`src/design/sar_precision_matrix_engine_unit_assert.svh`:
```
// Assertion macros shared by the precision matrix engine RTL.
// Each macro expects a clock named clk and an active-low reset named rst_n.
`ifndef SAR_PRECISION_MATRIX_ENGINE_UNIT_ASSERT_SVH
`define SAR_PRECISION_MATRIX_ENGINE_UNIT_ASSERT_SVH

// Same-cycle implication.
`define SPM_ASSERT_IMPL(name, ante, cons) \
  name: assert property (@(posedge clk) disable iff (!rst_n) (ante) |-> (cons)) \
    else $error("%m: same-cycle check failed");

// Next-cycle implication.
`define SPM_ASSERT_NEXT(name, ante, cons) \
  name: assert property (@(posedge clk) disable iff (!rst_n) (ante) |=> (cons)) \
    else $error("%m: next-cycle check failed");

`endif

```
`src/design/spm_pkg.sv`:
```
// Shared types and constants for the precision matrix engine.
// No dependencies; used by spm_mac and the top level.
`timescale 1ns / 1ps

package spm_pkg;

  localparam int ROW_W      = 6;
  localparam int T_W        = 16;
  localparam int SIZE_W     = 7;
  localparam int CFG_IDX_W  = 2;
  localparam int CFG_DATA_W = 16;
  localparam int A_W        = 18;
  localparam int PROD_W     = 36;
  localparam int RES_W      = 32;

  localparam logic [CFG_IDX_W-1:0] REG_MATRIX_SIZE = 2'd0;
  localparam logic [CFG_IDX_W-1:0] REG_RHO         = 2'd1;
  localparam logic [CFG_IDX_W-1:0] REG_TAU         = 2'd2;

  localparam logic FUNC_WRITE = 1'b0;
  localparam logic FUNC_READ  = 1'b1;

  localparam logic [SIZE_W-1:0] SIZE_RESET = 7'd1;
  localparam logic [T_W-1:0]    TAU_RESET  = 16'd256;

  typedef struct packed {
    logic clear;
    logic valid;
    logic diag_a;
    logic diag_b;
    logic scale_lo;
    logic scale_hi;
  } mac_cmd_t;

  typedef struct packed {
    logic busy;
    logic res_valid;
    logic saturated;
  } mac_stat_t;

endpackage

```
`src/design/spm_mac.sv`:
```
// Shared multiply-accumulate unit: forms A-matrix terms, accumulates their
// products and applies the final tau scaling with saturation. Uses spm_pkg.
`timescale 1ns / 1ps

module spm_mac #(
  parameter int ACC_W = 42
) (
  input  logic                                clk,
  input  logic                                rst_n,
  input  logic signed [spm_pkg::T_W-1:0]      rho,
  input  logic        [spm_pkg::T_W-1:0]      tau,
  input  logic signed [spm_pkg::T_W-1:0]      t_a,
  input  logic signed [spm_pkg::T_W-1:0]      t_b,
  input  spm_pkg::mac_cmd_t                   cmd,
  output spm_pkg::mac_stat_t                  stat,
  output logic signed [spm_pkg::RES_W-1:0]    result
);
  import spm_pkg::*;

  localparam int LO_W    = 22;
  localparam int HI_W    = ACC_W - LO_W;
  localparam int OP_W    = (HI_W > 23) ? HI_W : 23;
  localparam int OPB_W   = 18;
  localparam int MUL_W   = OP_W + OPB_W;
  localparam int LO_P_W  = LO_W + T_W;
  localparam int SUM_W   = MUL_W + 1;
  localparam int Q28_W   = 34;
  localparam int CARRY_W = LO_P_W + 1 - LO_W;

  localparam logic signed [SUM_W-1:0] RES_MAX = SUM_W'(32'sh7FFF_FFFF);
  localparam logic signed [SUM_W-1:0] RES_MIN = SUM_W'(32'sh8000_0000);
  localparam logic signed [Q28_W-1:0] ONE_Q28 = Q28_W'(64'sd268435456);
  localparam logic signed [Q28_W-1:0] HALF_Q14 = Q28_W'(64'sd8192);
  localparam logic [LO_P_W:0]         HALF_LO = (LO_P_W+1)'(64'd2097152);

  // Stage 2: rho times weight.
  logic                     v2_r, da2_r, db2_r;
  logic signed [2*T_W-1:0]  pr_a_r, pr_b_r;
  // Stage 3: rounded A terms.
  logic                     v3_r;
  logic signed [A_W-1:0]    a_a_r, a_b_r;
  // Stage 4: shared multiplier output.
  logic                     m_acc_r, m_lo_r, m_hi_r;
  logic signed [MUL_W-1:0]  prod_r;
  logic signed [ACC_W-1:0]  acc_r;
  logic [LO_P_W-1:0]        lo_r;
  logic signed [RES_W-1:0]  res_r;
  logic                     sat_r, res_valid_r;

  logic signed [Q28_W-1:0]  q28_a, q28_b, rnd_a, rnd_b;
  logic signed [OP_W-1:0]   op_a;
  logic signed [OPB_W-1:0]  op_b;
  logic [LO_P_W:0]          lo_rnd;
  logic [CARRY_W-1:0]       carry;
  logic signed [SUM_W-1:0]  res_full;

  always_comb begin
    q28_a = -Q28_W'(pr_a_r) + (da2_r ? ONE_Q28 : '0);
    q28_b = -Q28_W'(pr_b_r) + (db2_r ? ONE_Q28 : '0);
    rnd_a = (q28_a + HALF_Q14) >>> 14;
    rnd_b = (q28_b + HALF_Q14) >>> 14;
  end

  // Operand selection for the one multiplier.
  always_comb begin
    if (cmd.scale_lo) begin
      op_a = signed'(OP_W'(acc_r[LO_W-1:0]));
      op_b = signed'(OPB_W'(tau));
    end else if (cmd.scale_hi) begin
      op_a = OP_W'(signed'(acc_r[ACC_W-1:LO_W]));
      op_b = signed'(OPB_W'(tau));
    end else begin
      op_a = OP_W'(a_a_r);
      op_b = OPB_W'(a_b_r);
    end
  end

  // Final rounding: the low partial product only contributes its carry.
  always_comb begin
    lo_rnd   = {1'b0, lo_r} + HALF_LO;
    carry    = lo_rnd[LO_P_W:LO_W];
    res_full = SUM_W'(prod_r) + SUM_W'(signed'({1'b0, carry}));
  end

  always_ff @(posedge clk) begin
    if (!rst_n) begin
      v2_r        <= 1'b0;
      v3_r        <= 1'b0;
      m_acc_r     <= 1'b0;
      m_lo_r      <= 1'b0;
      m_hi_r      <= 1'b0;
      res_valid_r <= 1'b0;
    end else begin
      v2_r        <= cmd.valid;
      v3_r        <= v2_r;
      m_acc_r     <= v3_r;
      m_lo_r      <= cmd.scale_lo;
      m_hi_r      <= cmd.scale_hi;
      res_valid_r <= m_hi_r;
    end
    da2_r  <= cmd.diag_a;
    db2_r  <= cmd.diag_b;
    pr_a_r <= rho * t_a;
    pr_b_r <= rho * t_b;
    a_a_r  <= rnd_a[A_W-1:0];
    a_b_r  <= rnd_b[A_W-1:0];
    prod_r <= op_a * op_b;
    if (cmd.clear) begin
      acc_r <= '0;
    end else if (m_acc_r) begin
      acc_r <= acc_r + ACC_W'(signed'(prod_r[PROD_W-1:0]));
    end
    if (m_lo_r) begin
      lo_r <= prod_r[LO_P_W-1:0];
    end
    if (m_hi_r) begin
      if (res_full > RES_MAX) begin
        res_r <= RES_MAX[RES_W-1:0];
        sat_r <= 1'b1;
      end else if (res_full < RES_MIN) begin
        res_r <= RES_MIN[RES_W-1:0];
        sat_r <= 1'b1;
      end else begin
        res_r <= res_full[RES_W-1:0];
        sat_r <= 1'b0;
      end
    end
  end

  assign stat.busy      = v2_r | v3_r | m_acc_r;
  assign stat.res_valid = res_valid_r;
  assign stat.saturated = sat_r;
  assign result         = res_r;

endmodule

```
`config.mk`:
```
export PLATFORM = sky130hd
export DESIGN_NAME = spm_mac
export DESIGN_NICKNAME = d
export VERILOG_FILES = /design/src/design/sar_precision_matrix_engine_unit_assert.svh /design/src/design/spm_pkg.sv /design/src/design/spm_mac.sv
export SDC_FILE = /design/constraint.sdc
export NUM_CORES = 2
export LEC_CHECK = 0
export BUFFER_PORTS_ARGS = -buffer_cell sky130_fd_sc_hd__clkbuf_2
export CORE_MARGIN = 5
export CORE_UTILIZATION = 60
export DETAILED_ROUTE_END_ITERATION = 10
export PLACE_DENSITY = 0.92
export SLEW_MARGIN = 20
export SYNTH_ARGS = -nofsm -noshare
export SYNTH_HDL_FRONTEND = slang
export SYNTH_SLANG_ARGS = --single-unit
```
`constraint.sdc`:
```
create_clock -name clk -period 7.5 [get_ports clk]
set_input_delay 0.75 -clock clk [delete_from_list [all_inputs] [get_ports clk]]
set_output_delay 0.75 -clock clk [all_outputs]
set_load 0.02 [all_outputs]
```
==> summary.txt <==
Global route
  • GRT met2 Usage: 0.556
  • Met3 Use GR: 0.0706
  • GRT Max-Usage Layer: met2
  • Global-route wire length before repair: 209 mm
  • Initial antenna violation count: 3
  • GRT Total Usage: 0.326
  • GR Util met1: 0.382
  • Overflow after GRT: 0
  • Largest net degree at the start of global routing: 51
  • Number of global-route vias before repair: 39,700

Floorplan
  • Number of core rows: 100
  • Area of the die: 80,500 um2
  • Area of the core: 74,300 um2
  • Io pins: 107
  • Chip width: 284 um
  • Die Ht: 284 um
  • Initial Util: 0.605

Routing
  • Pre-Repair DR Iteration Count: 9
  • Drt total wl: 131 mm
  • Vias per inst: 5.89
  • DR iter-0 viols: 3,658
  • Wirelength per Cell: 21.4 um
  • Vias: 36,000
  • DRC violations left: 0
  • Final ANT Viol Nets: 0

STA
  • Tcrit/Tclk final: 0.968
  • Max Freq: 138 MHz
  • RSZ-0062 raised after global routing: false
  • Hold violation total from the final report: 0
  • Max-slew violations: 0
  • Worst-Margin Slew: 1080 ps
  • Slew margin rel.: 0.277
  • Final Critical Period: 7260 ps
  • Clock Skews: 17.3 ps
  • Setup violators final: 0
  • Total negative setup slack: 0 ps

Clocking
  • Root Buffer: clkbuf_16
  • # H-tree levels: 1
  • Clk buf depth: 3
  • CTS resizes: 0
  • CTS tree: built
  • Cts bufs inserted: 26
  • Post-CTS Setup Bufs: 0
  • CTS Sinks: 241
  • Worst skew pair latency: 570 ps
  • Hold_buf cts: 0
  • Clk pin slew, worst setup/hold paths: 70 ps

Placed design
  • Placer Congestion: 1.05
  • Placed inst area: 48,000 um2
  • Cells after DPL: 6,064
  • Input/output buffers: 106
  • Post-DP HPWL: 107 mm

Setup path
  • Crit Path Class: primary input to register
  • Setup slack, reg-to-reg: 370 ps
  • Worst R2R Start: a_a_r[17]
  • Crit path DAT: 7690 ps
  • Crit path launch type: primary input
  • Critical Path RT: 7940 ps
  • R2R depth: 29
  • Critical path fanouts, max: 25
  • Worst R2R End: prod_r[40]
  • CP Capture Type: register

Synth
  • Yosys cell types: 73
  • Synthesized area per cell: 9.16 um2
  • EDFF count, synth: 50
  • Synthesis-stage register bit count: 241
  • Mapped Cells: 4,905
  • Synth area leader: fa_1
  • Mapped Area: 44,900 um2
  • Seq/Total Area, Yosys: 0.118
  • Synth async-reset ratio: 0
  • Synth Flop Type: dfxtp_1
  • Synth warn: 0
  • Mapped Nets: 6,240
  • Ranking of synthesized cells by area: fa_1 (42%), ha_1 (9.1%), inv_1 (9.1%)
  • Area fraction of the dominant cell type after synthesis: 0.416

Flow run
  • Max-cap viol count: 0

Layout
  • Fin nets: 6,458
  • Fin cells: 6,112
  • Area Overhead vs Synth: 8.75%
  • Share of cells above drive strength 1: 0.0897
  • Final instance area: 48,900 um2
  • Final Util: 0.658

Run status
  • Status: finished clean

Hold path
  • Hold-critical path endpoint: da2_r
  • Worst hold path type: primary input to register
  • Min-Delay Path Depth: 1
  • Hold_sp: cmd[3]
-- state kept, by name (all words and copies together), names as in the netlist --
signal,flops
acc_r,42
prod_r,41
pr_a_r,32
pr_b_r,32
result,32
a_a_r,18
a_b_r,18
lo_r,17
da2_r,1
db2_r,1
m_acc_r,1
m_hi_r,1
m_lo_r,1
res_valid_r,1
sat_r,1
v2_r,1
v3_r,1
-- Yosys cell counts, types with 6 or more instances --
library cell  number
a211o_1            9
nor2b_1           22
a21o_1            68
or2_2             12
o31ai_1            7
nor3_1            29
o21ai_1           26
edfxtp_1          50
nand2b_1          54
o21ai_0           55
a31oi_1           15
nor2_1           269
fa_1             935
a21oi_1          166
dfxtp_1          191
nand3_1           54
o21bai_1          23
a211oi_1          15
and2_1           213
xor2_1            76
nand2_1          640
clkbuf_1         159
o21a_1            45
xnor2_1          141
a2111oi_0          6
nand4_1           14
ha_1             328
and3_1            18
mux2_2            16
inv_1           1085
mux2i_1           59
or3_1             13
-- critical path, cell delays in order --
cell and delay [ps]:
clkbuf_2 580, buf_4 300, nand2_1 100, fa_1 560
inv_1 50, fa_1 480, inv_1 60, fa_1 490
inv_1 50, fa_1 530, inv_1 50, fa_1 470
inv_1 50, fa_1 460, ha_1 400, nand4_1 130
nor2_1 150, o311ai_0 230, o21ai_1 350, nand3_1 190
o31ai_1 660, a31oi_1 310, nor2_1 220, a211oi_1 70
-- cells in the final DEF (no fill, tap or decap), drive strengths merged, types with 6 or more instances in the layout --
cell	n
inv	1087
or3	16
edfxtp	50
or2	15
clkinv	6
nor2b	22
nor3	33
a21oi	168
a211o	9
a2111oi	6
fa	935
o21a	45
nand4	14
o21ai	81
o311ai	6
xor2	76
a21o	68
mux2i	59
nand3	54
nor4	8
and2	213
a31oi	15
mux2	16
o21bai	23
nand2b	54
nor2	269
o31ai	7
dfxtp	191
a211oi	15
and3	18
nand2	640
xnor2	141
buf	249
ha	328
clkbuf	141
-- how the worst max path moves through the flow --
stage / start / end / slack (ps) / depth (start not counted)
6_report: rho[10] / pr_a_r[31] / 240 / 24
5_1_grt: cmd[0] / prod_r[40] / 10 / 30
4_1_cts: cmd[0] / prod_r[40] / 340 / 28
3_5_place_dp: cmd[0] / prod_r[40] / -260 / 28
3_3_place_gp: cmd[0] / prod_r[40] / -110 / 28
2_1_floorplan: cmd[0] / prod_r[40] / 6 / 29
-- metrics by stage --
| step | setup WS (ps) | hold WS (ps) |
|---|---|---|
| after floorplan | 5.72 | 414 |
| after global placement | -107 | 421 |
| after detailed placement | -257 | 433 |
| after CTS | 339 | 277 |
| after global routing | 10.3 | 274 |
| final | 242 | 291 |
-- final cells by class --
type | instances | area [um2]
sequential | 241 | 5330
tap | 969 | 1210
clock inverter | 11 | 96.3
multi-input combinational | 3413 | 35000
inverter | 1086 | 4080
fill | 5293 | 25400
clock buffer | 35 | 736
timing repair buffer | 355 | 2450
antenna | 2 | 5.00
-- logic make-up after synthesis --
group,synth area share
muxes,0.0171
buffers and inverters,0.105
adders and majority gates,0.508
AOI/OAI and AO/OA,0.0679
xor gates and xnor gates,0.0423
DFF,0.118
and+or+nand+nor,0.142
-- per-layer routing --
metal,vias to the layer above,share of wire
met3,748,0.10
met5,-,0.000061
met1,17600,0.34
li1,15300,-
met4,2,0.079
met2,2348,0.48
Power is not shown: default switching activity piles up to over one toggle a cycle in this logic, so the estimate is an artifact.
